### src/design/jst_pkg.sv
// Shared types, constants and helpers for the JSON structure tokenizer.
// Used by jst_ctrl, jst_cell and json_structure_tokenizer_top; depends on nothing.

package jst_pkg;

    localparam int STACK_DEPTH = 32;
    localparam int CNT_W       = $clog2(STACK_DEPTH + 1);
    localparam int BYTE_W      = 8;
    localparam int EVENT_W     = 4;
    localparam int LEVEL_W     = 6;
    localparam int MAX_PUSH    = 4;
    localparam int NB_BACK     = 4;
    localparam int NB_CNT      = 7;
    localparam int S_TDATA_W   = 8;
    localparam int M_TDATA_W   = 16;

    localparam logic [BYTE_W-1:0] CH_LBRACE    = 8'h7B;
    localparam logic [BYTE_W-1:0] CH_RBRACE    = 8'h7D;
    localparam logic [BYTE_W-1:0] CH_LBRACKET  = 8'h5B;
    localparam logic [BYTE_W-1:0] CH_RBRACKET  = 8'h5D;
    localparam logic [BYTE_W-1:0] CH_COLON     = 8'h3A;
    localparam logic [BYTE_W-1:0] CH_COMMA     = 8'h2C;
    localparam logic [BYTE_W-1:0] CH_QUOTE     = 8'h22;
    localparam logic [BYTE_W-1:0] CH_BACKSLASH = 8'h5C;

    typedef logic [CNT_W-1:0] cnt_t;

    typedef enum logic [2:0] {
        EXP_KEY    = 3'd0,
        EXP_COLON  = 3'd1,
        EXP_DATA   = 3'd2,
        EXP_OBJEND = 3'd3,
        EXP_ARREND = 3'd4,
        EXP_STR    = 3'd5,
        EXP_VAL    = 3'd6,
        EXP_NONE   = 3'd7
    } exp_t;

    typedef enum logic [EVENT_W-1:0] {
        EV_WAIT      = 4'd0,
        EV_ERR       = 4'd1,
        EV_OBJ_START = 4'd2,
        EV_OBJ_DONE  = 4'd3,
        EV_ARR_START = 4'd4,
        EV_ARR_DONE  = 4'd5,
        EV_KEY_START = 4'd6,
        EV_KEY_END   = 4'd7,
        EV_STR_START = 4'd8,
        EV_STR_END   = 4'd9,
        EV_VAL_START = 4'd10
    } event_t;

    // Update for one byte: new top entries, shift select for the cell row,
    // new fill level, escape flag and the event to report.
    typedef struct packed {
        exp_t [MAX_PUSH-1:0] ins;
        logic [2:0]          ins_cnt;
        logic [2:0]          sel;
        cnt_t                count_next;
        logic                esc_next;
        event_t              ev;
    } step_t;

    function automatic logic is_space(input logic [BYTE_W-1:0] c);
        return (c == 8'h20) || (c == 8'h0A) || (c == 8'h09) ||
               (c == 8'h0D) || (c == 8'h0C) || (c == 8'h0B);
    endfunction

endpackage

### src/design/jst_ctrl.sv
// Per-byte decoder: looks at the byte, the two top stack cells, the fill level
// and the escape flag, and produces the update for the cell row. Depends on jst_pkg.

module jst_ctrl (
    input  logic [jst_pkg::BYTE_W-1:0] text_byte,
    input  jst_pkg::exp_t              top_entry,
    input  jst_pkg::exp_t              below_entry,
    input  jst_pkg::cnt_t              count,
    input  logic                       esc,
    output jst_pkg::step_t             step
);

    always_comb begin
        jst_pkg::exp_t                        t;
        jst_pkg::exp_t                        b;
        jst_pkg::exp_t [jst_pkg::MAX_PUSH-1:0] pv;
        jst_pkg::exp_t [jst_pkg::MAX_PUSH-1:0] ins;
        jst_pkg::event_t                      ev;
        jst_pkg::cnt_t                        count1;
        jst_pkg::cnt_t                        room;
        logic [1:0]                           pops;
        logic [2:0]                           np;
        logic [2:0]                           p;
        logic [2:0]                           idx;
        logic                                 esc_n;
        logic                                 space;

        t     = (count == '0) ? jst_pkg::EXP_NONE : top_entry;
        b     = (count > jst_pkg::cnt_t'(1)) ? below_entry : jst_pkg::EXP_NONE;
        pops  = 2'd0;
        np    = 3'd0;
        ev    = jst_pkg::EV_WAIT;
        esc_n = esc;
        space = jst_pkg::is_space(text_byte);
        for (int j = 0; j < jst_pkg::MAX_PUSH; j++) begin
            pv[j] = jst_pkg::EXP_NONE;
        end

        // Push lists are written bottom entry first.
        unique case (t)
            jst_pkg::EXP_KEY: begin
                if (text_byte == jst_pkg::CH_QUOTE) begin
                    pops  = 2'd1;
                    pv[0] = jst_pkg::EXP_STR;
                    np    = 3'd1;
                    esc_n = 1'b0;
                    ev    = jst_pkg::EV_KEY_START;
                end else begin
                    ev = space ? jst_pkg::EV_WAIT : jst_pkg::EV_ERR;
                end
            end
            jst_pkg::EXP_COLON: begin
                if (text_byte == jst_pkg::CH_COLON) begin
                    pops = 2'd1;
                end else begin
                    ev = space ? jst_pkg::EV_WAIT : jst_pkg::EV_ERR;
                end
            end
            jst_pkg::EXP_NONE: begin
                if (text_byte == jst_pkg::CH_LBRACE) begin
                    pv[0] = jst_pkg::EXP_OBJEND;
                    pv[1] = jst_pkg::EXP_DATA;
                    pv[2] = jst_pkg::EXP_COLON;
                    pv[3] = jst_pkg::EXP_KEY;
                    np    = 3'd4;
                    ev    = jst_pkg::EV_OBJ_START;
                end else if (text_byte == jst_pkg::CH_LBRACKET) begin
                    pv[0] = jst_pkg::EXP_ARREND;
                    pv[1] = jst_pkg::EXP_DATA;
                    np    = 3'd2;
                    ev    = jst_pkg::EV_ARR_START;
                end else begin
                    ev = space ? jst_pkg::EV_WAIT : jst_pkg::EV_ERR;
                end
            end
            jst_pkg::EXP_DATA: begin
                if (!space) begin
                    pops = 2'd1;
                    if (text_byte == jst_pkg::CH_LBRACE) begin
                        pv[0] = jst_pkg::EXP_OBJEND;
                        pv[1] = jst_pkg::EXP_DATA;
                        pv[2] = jst_pkg::EXP_COLON;
                        pv[3] = jst_pkg::EXP_KEY;
                        np    = 3'd4;
                        ev    = jst_pkg::EV_OBJ_START;
                    end else if (text_byte == jst_pkg::CH_LBRACKET) begin
                        pv[0] = jst_pkg::EXP_ARREND;
                        pv[1] = jst_pkg::EXP_DATA;
                        np    = 3'd2;
                        ev    = jst_pkg::EV_ARR_START;
                    end else if (text_byte == jst_pkg::CH_QUOTE) begin
                        pv[0] = jst_pkg::EXP_STR;
                        np    = 3'd1;
                        esc_n = 1'b0;
                        ev    = jst_pkg::EV_STR_START;
                    end else begin
                        pv[0] = jst_pkg::EXP_VAL;
                        np    = 3'd1;
                        ev    = jst_pkg::EV_VAL_START;
                    end
                end
            end
            jst_pkg::EXP_OBJEND: begin
                if (text_byte == jst_pkg::CH_RBRACE) begin
                    pops = 2'd1;
                    ev   = jst_pkg::EV_OBJ_DONE;
                end else if (text_byte == jst_pkg::CH_COMMA) begin
                    pv[0] = jst_pkg::EXP_DATA;
                    pv[1] = jst_pkg::EXP_COLON;
                    pv[2] = jst_pkg::EXP_KEY;
                    np    = 3'd3;
                end else begin
                    ev = space ? jst_pkg::EV_WAIT : jst_pkg::EV_ERR;
                end
            end
            jst_pkg::EXP_ARREND: begin
                if (text_byte == jst_pkg::CH_RBRACKET) begin
                    pops = 2'd1;
                    ev   = jst_pkg::EV_ARR_DONE;
                end else if (text_byte == jst_pkg::CH_COMMA) begin
                    pv[0] = jst_pkg::EXP_DATA;
                    np    = 3'd1;
                end else begin
                    ev = space ? jst_pkg::EV_WAIT : jst_pkg::EV_ERR;
                end
            end
            jst_pkg::EXP_STR: begin
                if (esc) begin
                    esc_n = 1'b0;
                end else if (text_byte == jst_pkg::CH_BACKSLASH) begin
                    esc_n = 1'b1;
                end else if (text_byte == jst_pkg::CH_QUOTE) begin
                    pops = 2'd1;
                    ev   = (b == jst_pkg::EXP_COLON) ? jst_pkg::EV_KEY_END
                                                     : jst_pkg::EV_STR_END;
                end
            end
            jst_pkg::EXP_VAL: begin
                // A delimiter closes the bare value and is then handled again by
                // the entry below it, all in the same cycle.
                if (text_byte == jst_pkg::CH_RBRACE) begin
                    if (b == jst_pkg::EXP_OBJEND) begin
                        pops = 2'd2;
                        ev   = jst_pkg::EV_OBJ_DONE;
                    end else begin
                        ev = jst_pkg::EV_ERR;
                    end
                end else if (text_byte == jst_pkg::CH_RBRACKET) begin
                    if (b == jst_pkg::EXP_ARREND) begin
                        pops = 2'd2;
                        ev   = jst_pkg::EV_ARR_DONE;
                    end else begin
                        ev = jst_pkg::EV_ERR;
                    end
                end else if (text_byte == jst_pkg::CH_COMMA) begin
                    if (b == jst_pkg::EXP_OBJEND) begin
                        pops  = 2'd1;
                        pv[0] = jst_pkg::EXP_DATA;
                        pv[1] = jst_pkg::EXP_COLON;
                        pv[2] = jst_pkg::EXP_KEY;
                        np    = 3'd3;
                    end else if (b == jst_pkg::EXP_ARREND) begin
                        pops  = 2'd1;
                        pv[0] = jst_pkg::EXP_DATA;
                        np    = 3'd1;
                    end else begin
                        ev = jst_pkg::EV_ERR;
                    end
                end
            end
        endcase

        // Pushes that do not fit are dropped; those that fit stay and the byte
        // reports an error.
        count1 = count - jst_pkg::cnt_t'(pops);
        room   = jst_pkg::cnt_t'(jst_pkg::STACK_DEPTH) - count1;
        if (jst_pkg::cnt_t'(np) > room) begin
            p = 3'(room);
        end else begin
            p = np;
        end
        if (p != np) begin
            ev = jst_pkg::EV_ERR;
        end

        // New cell j (top is cell 0) takes push number p-1-j.
        for (int j = 0; j < jst_pkg::MAX_PUSH; j++) begin
            idx    = p - 3'(j) - 3'd1;
            ins[j] = (3'(j) < p) ? pv[idx[1:0]] : jst_pkg::EXP_NONE;
        end

        step.ins        = ins;
        step.ins_cnt    = p;
        step.sel        = 3'(jst_pkg::NB_BACK) + {1'b0, pops} - p;
        step.count_next = count1 + jst_pkg::cnt_t'(p);
        step.esc_next   = esc_n;
        step.ev         = ev;
    end

endmodule

### src/design/jst_cell.sv
// One stack cell of the tokenizer: holds one expectation entry and each step takes
// either a freshly pushed entry or the entry of a nearby cell. Depends on jst_pkg.

module jst_cell (
    input  logic                                 aclk,
    input  logic                                 step_en,
    input  logic                                 load_en,
    input  jst_pkg::exp_t                        load_val,
    input  jst_pkg::exp_t [jst_pkg::NB_CNT-1:0]  nb,
    input  logic [2:0]                           sel,
    output jst_pkg::exp_t                        entry
);

    jst_pkg::exp_t entry_reg;
    jst_pkg::exp_t entry_next;

    always_comb begin
        if (load_en) begin
            entry_next = load_val;
        end else if (sel < 3'(jst_pkg::NB_CNT)) begin
            entry_next = nb[sel];
        end else begin
            entry_next = entry_reg;
        end
    end

    always_ff @(posedge aclk) begin
        if (step_en) begin
            entry_reg <= entry_next;
        end
    end

    assign entry = entry_reg;

endmodule

### src/design/json_structure_tokenizer_top.sv
// Top level of the streaming JSON structure tokenizer.
// Depends on jst_pkg, jst_ctrl and jst_cell.

// The block reads JSON text one byte per transaction on the slave stream (s_*)
// and returns exactly one event transaction per byte on the master stream (m_*).
// Each event carries the event code and the stack depth after that byte.
// The expectation stack is a row of cells with the top in cell 0; every byte
// shifts the row by up to two places toward the top (pops) or up to four places
// away from it (pushes), so each cell only ever looks at its close neighbors.
// A bare value closed by a delimiter is popped and the delimiter is handled by
// the entry below in the same cycle. The event of a byte accepted at one edge is
// registered and valid on m_tvalid/m_tdata right after that edge. Throughput is
// one byte per cycle while the receiver keeps up, limited by the update of the
// stack row and its fill level.
// The event sits in an output register; a new byte is accepted whenever that
// register is empty or is being taken in the same cycle. When the receiver
// stalls, s_tready drops and the pending event is held unchanged.
// A synchronous active-low reset empties the stack, clears the escape flag and
// the output valid flag, and holds s_tready low while it is asserted. Cell contents
// are not reset; cells above the fill level are never consulted. Errors are not
// sticky: decoding goes on with the next byte.

module json_structure_tokenizer_top (
    input  logic                          aclk,
    input  logic                          aresetn,

    input  logic                          s_tvalid,
    output logic                          s_tready,
    input  logic [jst_pkg::S_TDATA_W-1:0] s_tdata,   // [7:0] text_byte

    output logic                          m_tvalid,
    input  logic                          m_tready,
    output logic [jst_pkg::M_TDATA_W-1:0] m_tdata    // [3:0] event_code, [9:4] level_count
);

    localparam int PAD_W = jst_pkg::M_TDATA_W - jst_pkg::EVENT_W - jst_pkg::LEVEL_W;

    logic                             step_en;
    jst_pkg::step_t                   step;
    jst_pkg::exp_t [jst_pkg::STACK_DEPTH-1:0] cell_val;

    jst_pkg::cnt_t                    count_reg;
    logic                             esc_reg;
    logic                             m_tvalid_reg;
    logic [jst_pkg::M_TDATA_W-1:0]    m_tdata_reg;
    logic [jst_pkg::M_TDATA_W-1:0]    m_tdata_next;

    // A byte transaction completes when the output register is free or drains now.
    // No byte is taken while reset is asserted.
    assign s_tready = aresetn && (!m_tvalid_reg || m_tready);
    assign step_en  = s_tvalid && s_tready;

    jst_ctrl u_ctrl (
        .text_byte   (s_tdata[jst_pkg::BYTE_W-1:0]),
        .top_entry   (cell_val[0]),
        .below_entry (cell_val[1]),
        .count       (count_reg),
        .esc         (esc_reg),
        .step        (step)
    );

    // The cell row. Neighbor k of cell j is cell j+k-NB_BACK; positions off the
    // row read as empty and land above the new fill level or are replaced by a push.
    for (genvar j = 0; j < jst_pkg::STACK_DEPTH; j++) begin : g_cell
        jst_pkg::exp_t [jst_pkg::NB_CNT-1:0] nb;
        logic                                load_en;
        jst_pkg::exp_t                       load_val;

        for (genvar k = 0; k < jst_pkg::NB_CNT; k++) begin : g_nb
            if ((j + k - jst_pkg::NB_BACK < 0) ||
                (j + k - jst_pkg::NB_BACK >= jst_pkg::STACK_DEPTH)) begin : g_off
                assign nb[k] = jst_pkg::EXP_NONE;
            end else begin : g_on
                assign nb[k] = cell_val[j + k - jst_pkg::NB_BACK];
            end
        end

        if (j < jst_pkg::MAX_PUSH) begin : g_load
            assign load_en  = (3'(j) < step.ins_cnt);
            assign load_val = step.ins[j];
        end else begin : g_noload
            assign load_en  = 1'b0;
            assign load_val = jst_pkg::EXP_NONE;
        end

        jst_cell u_cell (
            .aclk     (aclk),
            .step_en  (step_en),
            .load_en  (load_en),
            .load_val (load_val),
            .nb       (nb),
            .sel      (step.sel),
            .entry    (cell_val[j])
        );
    end

    assign m_tdata_next = {{PAD_W{1'b0}},
                           jst_pkg::LEVEL_W'(step.count_next),
                           step.ev};

    always_ff @(posedge aclk) begin
        if (!aresetn) begin
            count_reg    <= '0;
            esc_reg      <= 1'b0;
            m_tvalid_reg <= 1'b0;
        end else begin
            if (step_en) begin
                count_reg    <= step.count_next;
                esc_reg      <= step.esc_next;
                m_tvalid_reg <= 1'b1;
            end else if (m_tready) begin
                m_tvalid_reg <= 1'b0;
            end
        end
    end

    always_ff @(posedge aclk) begin
        if (step_en) begin
            m_tdata_reg <= m_tdata_next;
        end
    end

    assign m_tvalid = m_tvalid_reg;
    assign m_tdata  = m_tdata_reg;

endmodule

### config.mk
export PLATFORM = sky130hd
export DESIGN_NAME = json_structure_tokenizer_top
export DESIGN_NICKNAME = d
export VERILOG_FILES = /design/src/design/jst_pkg.sv /design/src/design/jst_ctrl.sv /design/src/design/jst_cell.sv /design/src/design/json_structure_tokenizer_top.sv
export SDC_FILE = /design/constraint.sdc
export NUM_CORES = 1
export LEC_CHECK = 0
export ABC_AREA = 1
export BUFFER_PORTS_ARGS = -buffer_cell sky130_fd_sc_hd__buf_2
export CAP_MARGIN = 25
export CORE_MARGIN = 5
export CORE_UTILIZATION = 33
export CTS_BUF_LIST = sky130_fd_sc_hd__clkbuf_2
export CTS_CLUSTER_SIZE = 20
export DETAILED_ROUTE_END_ITERATION = 10
export PLACE_DENSITY = 0.46
export SLEW_MARGIN = 20
export SYNTH_ARGS = -nofsm -noshare
export SYNTH_HDL_FRONTEND = slang
export SYNTH_SLANG_ARGS = --single-unit
### constraint.sdc
create_clock -name aclk -period 9.5 [get_ports aclk]
set_input_delay 1.9 -clock aclk [delete_from_list [all_inputs] [get_ports aclk]]
set_output_delay 1.9 -clock aclk [all_outputs]
set_load 0.1 [all_outputs]
==> After elaboration in Yosys (flattened, before gate mapping) <==
Index checks and enable logic that the tools add are counted.
{ "totals": {"ff_bits": 114, "in_bits": 12, "output_inout_bits": 18, "word_cells": 280} }
{ "op_classes": {"n_addsub": 11, "order_cmp": 12, "n_eq_ne": 28, "mux": 169, "reduce_logical": 23} }
{ "op_table": {"columns": ["operator", "n"], "rows": [
  ["$bmux W3 S3", 32],
  ["$mux W3", 61],
  ["$mux W4", 18],
  ["$mux W9", 5],
  ["$eq A8 B4 Y1 const B", 5],
  ["$eq A8 B7 Y1 const B", 5],
  ["$pmux W3 S6", 2],
  ["$mux W2", 17],
  ["$eq A8 B6 Y1 const B", 4],
  ["$pmux W4 S8", 1],
  ["$mux W6", 5],
  ["$bmux W3 S2", 4],
  ["$pmux W6 S4", 1],
  ["$mux W1", 19],
  ["$eq A3 B3 Y1 const B", 5],
  ["$pmux W2 S7", 1],
  ["$lt A2 B3 Y1 const B", 4],
  ["$mux W12", 1],
  ["$reduce_and A2 Y1", 5],
  ["$reduce_bool A2 Y1", 5],
  ["$eq A3 B2 Y1 const B", 3],
  ["$sub A2 B1 Y2 const B", 4],
  ["$add A6 B3 Y6", 1],
  ["$eq A3 B1 Y1 const B", 2],
  ["other kinds (22)", 33]
]} }

==> Logic depth before layout (Yosys ltp) <==
{ "logic_depth": {"word_depth": 18, "mapped_depth": 40, "mapped_depth_nobuf": 37} }

==> Modules after synthesis <==
Synthesis repeated with hierarchy kept, for this count alone.
{ "unflattened": {"hier_cells": 2850, "hier_area_um2": 16139.2} }
{ "by_module_without_submodules": {"columns": ["module", "n_inst", "cells_per_inst", "area_each_um2", "seq_area_each_um2"], "rows": [
  ["jst_cell", 32, 75, 422.9, 90.1],
  ["jst_ctrl", 1, 372, 1831.8, 0.0],
  ["json_structure_tokenizer_top", 1, 78, 774.5, 460.4]
]} }

==> Worst setup path before layout <==
OpenSTA, ideal clock, no wires.
{ "synth_path": {"kind": "input to register", "from": "input s_tdata[7] (netlist name)", "to": "register g_cell[10].u_cell.entry_reg[0], enable pin", "setup_time_ns": 0.434, "t_arrival_ns": 8.319, "t_required_ns": 9.066, "setup_slack_ns": 0.746, "path_stages": 37, "n_path_buf": 2, "cell_sequence": "nor2_1 > inv_1 > nor2_1 > nand2_1 > nand2_1 > nor2_1 > inv_1 > nand2_1 > nor4_1 > inv_1 > ha_1 > fa_1 > ha_1 > inv_1 > nor2_2 > inv_1 > nand2_1 > ha_1 > nand2_1 > o21ai_0 > nand2_1 > nor2_4 > nand3_4 > nand2_2 > nand2_1 > buf_4 > ha_1 > inv_1 > fa_1 > inv_2 > clkbuf_1 > nor2_1 > inv_1 > nor2_2 > inv_1 > nand2_1 > inv_1"} }
{ "synth_via": {"elab_chain_len": 15, "elab_cells_between_ends": 52, "classes_between": "add/sub (4); order compare (2); eq/ne (14); mux (26); reduce/logical (6)"} }
{ "synth_rtl": {"columns": ["element", "line", "source"], "rows": [
  ["start, declared", "json_structure_tokenizer_top.sv:29", "input logic [jst_pkg::S_TDATA_W-1:0] s_tdata,"],
  ["$eq A8 B6 Y1 / $eq A8 B4 Y1 (equally long branches)", "jst_pkg.sv:65", "return (c == 8'h20) || (c == 8'h0A) || (c == 8'h09) ||"],
  ["$logic_or A1 B1 Y1 (3 in series)", "jst_pkg.sv:65", null],
  ["$logic_or A1 B1 Y1 (2 in series)", "jst_pkg.sv:66", "(c == 8'h0D) || (c == 8'h0C) || (c == 8'h0B);"],
  ["$mux W1", "jst_ctrl.sv:77", "if (!space) begin"],
  ["$pmux W2 S7", "jst_ctrl.sv:40", "unique case (t)"],
  ["$sub A6 B2 Y6", "jst_ctrl.sv:175", "count1 = count - jst_pkg::cnt_t'(pops);"],
  ["$sub A6 B6 Y6", "jst_ctrl.sv:176", "room = jst_pkg::cnt_t'(jst_pkg::STACK_DEPTH) - count1;"],
  ["$gt A3 B6 Y1", "jst_ctrl.sv:177", "if (jst_pkg::cnt_t'(np) > room) begin"],
  ["$mux W3", "jst_ctrl.sv:177", null],
  ["$sub A3 B3 Y3 *", "jst_ctrl.sv:194", "step.sel = 3'(jst_pkg::NB_BACK) + {1'b0, pops} - p;"],
  ["$lt A3 B3 Y1 *", "jst_cell.sv:20", "end else if (sel < 3'(jst_pkg::NB_CNT)) begin"],
  ["$reduce_and A2 Y1 (no line) *", null, null],
  ["end signal, assigned", "jst_cell.sv:29", "entry_reg <= entry_next;"],
  ["end, declared", "jst_cell.sv:14", "jst_pkg::exp_t entry_reg;"]
]} }
Mark *: on every way between the ends. The rest lies on a longest branch, timed or not.
A chain may end at the register's enable or synchronous reset.

==> Final worst setup path <==
{ "layout_path": {"from": "input s_tdata[7] (netlist name)", "to": "register g_cell[7].u_cell.entry_reg[2], enable pin"} }
{ "layout_via": {"elab_chain_len": 15, "elab_cells_between_ends": 52, "classes_between": "add/sub (4); order compare (2); eq/ne (14); mux (26); reduce/logical (6)"} }
{ "layout_rtl": {"columns": ["element", "line"], "rows": [
  ["$eq A8 B6 Y1 / $eq A8 B4 Y1 (equally long branches)", "jst_pkg.sv:65"],
  ["$logic_or A1 B1 Y1 (3 in series)", "jst_pkg.sv:65"],
  ["$logic_or A1 B1 Y1 (2 in series)", "jst_pkg.sv:66"],
  ["$mux W1", "jst_ctrl.sv:77"],
  ["$pmux W2 S7", "jst_ctrl.sv:40"],
  ["$sub A6 B2 Y6", "jst_ctrl.sv:175"],
  ["$sub A6 B6 Y6", "jst_ctrl.sv:176"],
  ["$gt A3 B6 Y1", "jst_ctrl.sv:177"],
  ["$mux W3", "jst_ctrl.sv:177"],
  ["$sub A3 B3 Y3 *", "jst_ctrl.sv:194"],
  ["$lt A3 B3 Y1 *", "jst_cell.sv:20"],
  ["$reduce_and A2 Y1 (no line) *", null],
  ["end signal, assigned", "jst_cell.sv:29"],
  ["end, declared", "jst_cell.sv:14"]
]} }
Marked as above.

==> flow_summary.ini <==
[run_status]
status = finished clean

[clock_network]
root_buffer = clkbuf_2
cts_buffers = 17
clkTransAtPathRegs_ps = 180
worstSkewPairLatency_ps = 730
cts_tree = yes
postCtsSetupBuffers = 0
htree_levels = 4
cts_resized = 0
cts.sinks = 114
postCtsHoldBufs = 0
clockBufferDepth = 2

[global_routing]
grt_pass1_vias = 8583
antenna_found_initial = 1
grt_max_degree = 172
grt_pass1_wl_um = 42400
grt_use_total_pct = 16.7
overflow = 0

[die]
core-area_sq_um = 26900
initial_core_util_pct = 33.4
die_area_sq_um = 30600
ios = 30
die_h_um = 175
die_x_um = 175
rows = 60

[sta]
worstMarginPinSlew_ps = 799
rsz0062_at_grt = false
slew_violations = 0
min_period_ps = 8030
setup_viol = 0
fin_crit_sh_pct = 84.5
hold_viol = 0
tns_ps = 0
fmax_mhz = 125
slew_headroom_pct = 46.3
finClkSkew_ps = 57.6

[drt]
dr.first_iter.drc_count = 746
viasPerCell = 5.19
drc = 0
drtAntennaViolNets = 0
drt_pass1_iterations = 5
vias = 8823
wl_per_cell_um = 15.1
drt-total-wl_um = 25600

[pwr]
p_int_uw = 1460
p_comb_share_pct = 57.8
seqPwrFrac_pct = 28.9
peakVddDrop_mv = 0.194
switching_share_pct = 50.0
pwr-share-clk_pct = 13.4
finalPower_uw = 2920
powerDensity_nw_per_um2 = 303
p_switching_uw = 1460
leakage_uw = 0.00425

[worst_setup_path]
crit_path_max_incr_delay_ps = 790
setup.worst_path.class = primary input to flip-flop
cp.required_ps = 9950
cp_max_fo = 28
critical-path-top-delay-family = simple AND/OR/NAND/NOR gates
critPathLaunchType = primary input
cp-end-kind = flip-flop
critical-path-slowest-cell = fa_4
path_buf_inv = 12
arrival_ps = 8470

[place]
gp_congestion = 0.929
port_buffers = 23
dp_hpwl_um = 17000

[logic_synthesis]
synth_edf_count = 106
netlist_top_cells_count = nand2_1 (561), nor2_1 (146), o21ai_0 (121), edfxtp_1 (106), inv_1 (90)
avgSynthCellArea_sq_um = 6.57
synth_area_sq_um = 8980
synth_top_area_cell = edfxtp_1
synth_area_leaders = edfxtp_1 (35%), nand2_1 (23%), o21ai_0 (6.7%), nor2_1 (6.1%), a31oi_1 (5.6%)
async_flop_share_pct = 0
synth.distinct_cells = 47
yosys_warnings = 0
synthFlopType = edfxtp_1
synthCells = 1367
netlist.area_leader.share_pct = 35.4
ys_seq_area_share_pct = 37.2
synth_seq_cells = 114
yosysMostFrequentCell = nand2_1

[finish]
fin_util_pct = 35.8
drive_gt1_share_pct = 7.00
syn_to_final_growth_pct = 7.16
largest_reg_flops = 93
nets = 1369
fillers = 2988

[job]
max_cap_violations = 0

[min_path]
hp-class = flip-flop to flip-flop
[through the flow]
step	instance area, sq um	hold WS, ps	std cells	setup slack [ps]
6_report	9630	518	1699	1470
5_1_grt	9630	541	1699	899
4_1_cts	9620	532	1698	1530
3_5_place_dp	9350	508	1666	739
3_3_place_gp	9350	501	1666	916
2_1_floorplan	9000	449	1372	746
[logic make-up (layout without fill, tap and decap cells)]
| family | Yosys count | in the layout | share of synthesized area [%] |
|---|---|---|---|
| fa+ha+maj | 13 | 13 | 2.06 |
| xor+xnor | 8 | 8 | 0.864 |
| buf+inv | 174 | 159 | 8.01 |
| simple gates | 805 | 805 | 35.9 |
| other cells | 1 | 7 | 0.0417 |
| compound gates | 252 | 252 | 15.9 |
| flops | 114 | 114 | 37.2 |
[layout make-up]
cell class | instances | area (sq um) | share of cell area, %
Multi-Input combinational cell | 1084 | 4960 | 51.6
Inverter | 96 | 364 | 3.78
Tap cell | 341 | 427 | 4.43
Sequential cell | 114 | 3340 | 34.7
Timing Repair Buffer | 31 | 250 | 2.60
Antenna cell | 1 | 2.50 | 0.0260
Clock inverter | 15 | 190 | 1.98
Clock buffer | 17 | 85.1 | 0.884
[tightest hold or removal path, delay by kind of cell, from the launching register on]
family                 cells  cell delay (ps)
AO/OA/AOI/OAI              1               60
buffers and inverters      1               80
flip-flops                 1              360
[cell usage in the layout (no fill, tap or decap), types with 4 or more instances in the layout]
| master | instances |
|---|---|
| a21boi_0 | 4 |
| nand3_1 | 53 |
| nand2_1 | 561 |
| inv_2 | 5 |
| o21ai_1 | 4 |
| buf_2 | 23 |
| inv_1 | 89 |
| xnor2_1 | 4 |
| edfxtp_1 | 106 |
| a21oi_1 | 20 |
| clkbuf_2 | 17 |
| nor3_1 | 5 |
| nor2_2 | 7 |
| conb_1 | 6 |
| o21ai_0 | 121 |
| a31oi_1 | 81 |
| ha_1 | 9 |
| buf_12 | 6 |
| o211ai_1 | 5 |
| dfxtp_1 | 8 |
| nor2_1 | 146 |
| nand2_2 | 8 |
| o31ai_1 | 5 |
| nand4_1 | 13 |
| inv_6 | 9 |
[per-layer routing]
layer  part of all wire, %  wire length [um]  global-route usage, %
met5                     0                 0                      0
met3                   3.9               990                   2.77
met4                   1.1               291                   4.12
met2                    45             11400                   26.5
met1                    50             12900                   23.8
[power groups by stage]
| stage | combinational (uW) | sequential, uW | clock [uW] |
|---|---|---|---|
| after global placement | 1690 | 854 | 0 |
| after floorplan | 1280 | 866 | 0 |
| after global routing | 1940 | 855 | 426 |
| after CTS | 1690 | 842 | 402 |
| final | 1680 | 842 | 390 |
| after detailed placement | 1690 | 851 | 0 |
[final timing paths]
| kind | from | end | slack [ps] | cells past startpoint |
|---|---|---|---|---|
| worst min register to register | count_reg[0] | count_reg[0] | 520 | 2 |
| worst min-delay path | count_reg[0] | count_reg[0] | 520 | 2 |
| worst max register to register | count_reg[2] | g_cell[7].u_cell.entry[2] | 2050 | 35 |
| worst max-delay path | s_tdata[7] | g_cell[7].u_cell.entry[2] | 1470 | 36 |
Power figures use the tool's default switching activity.
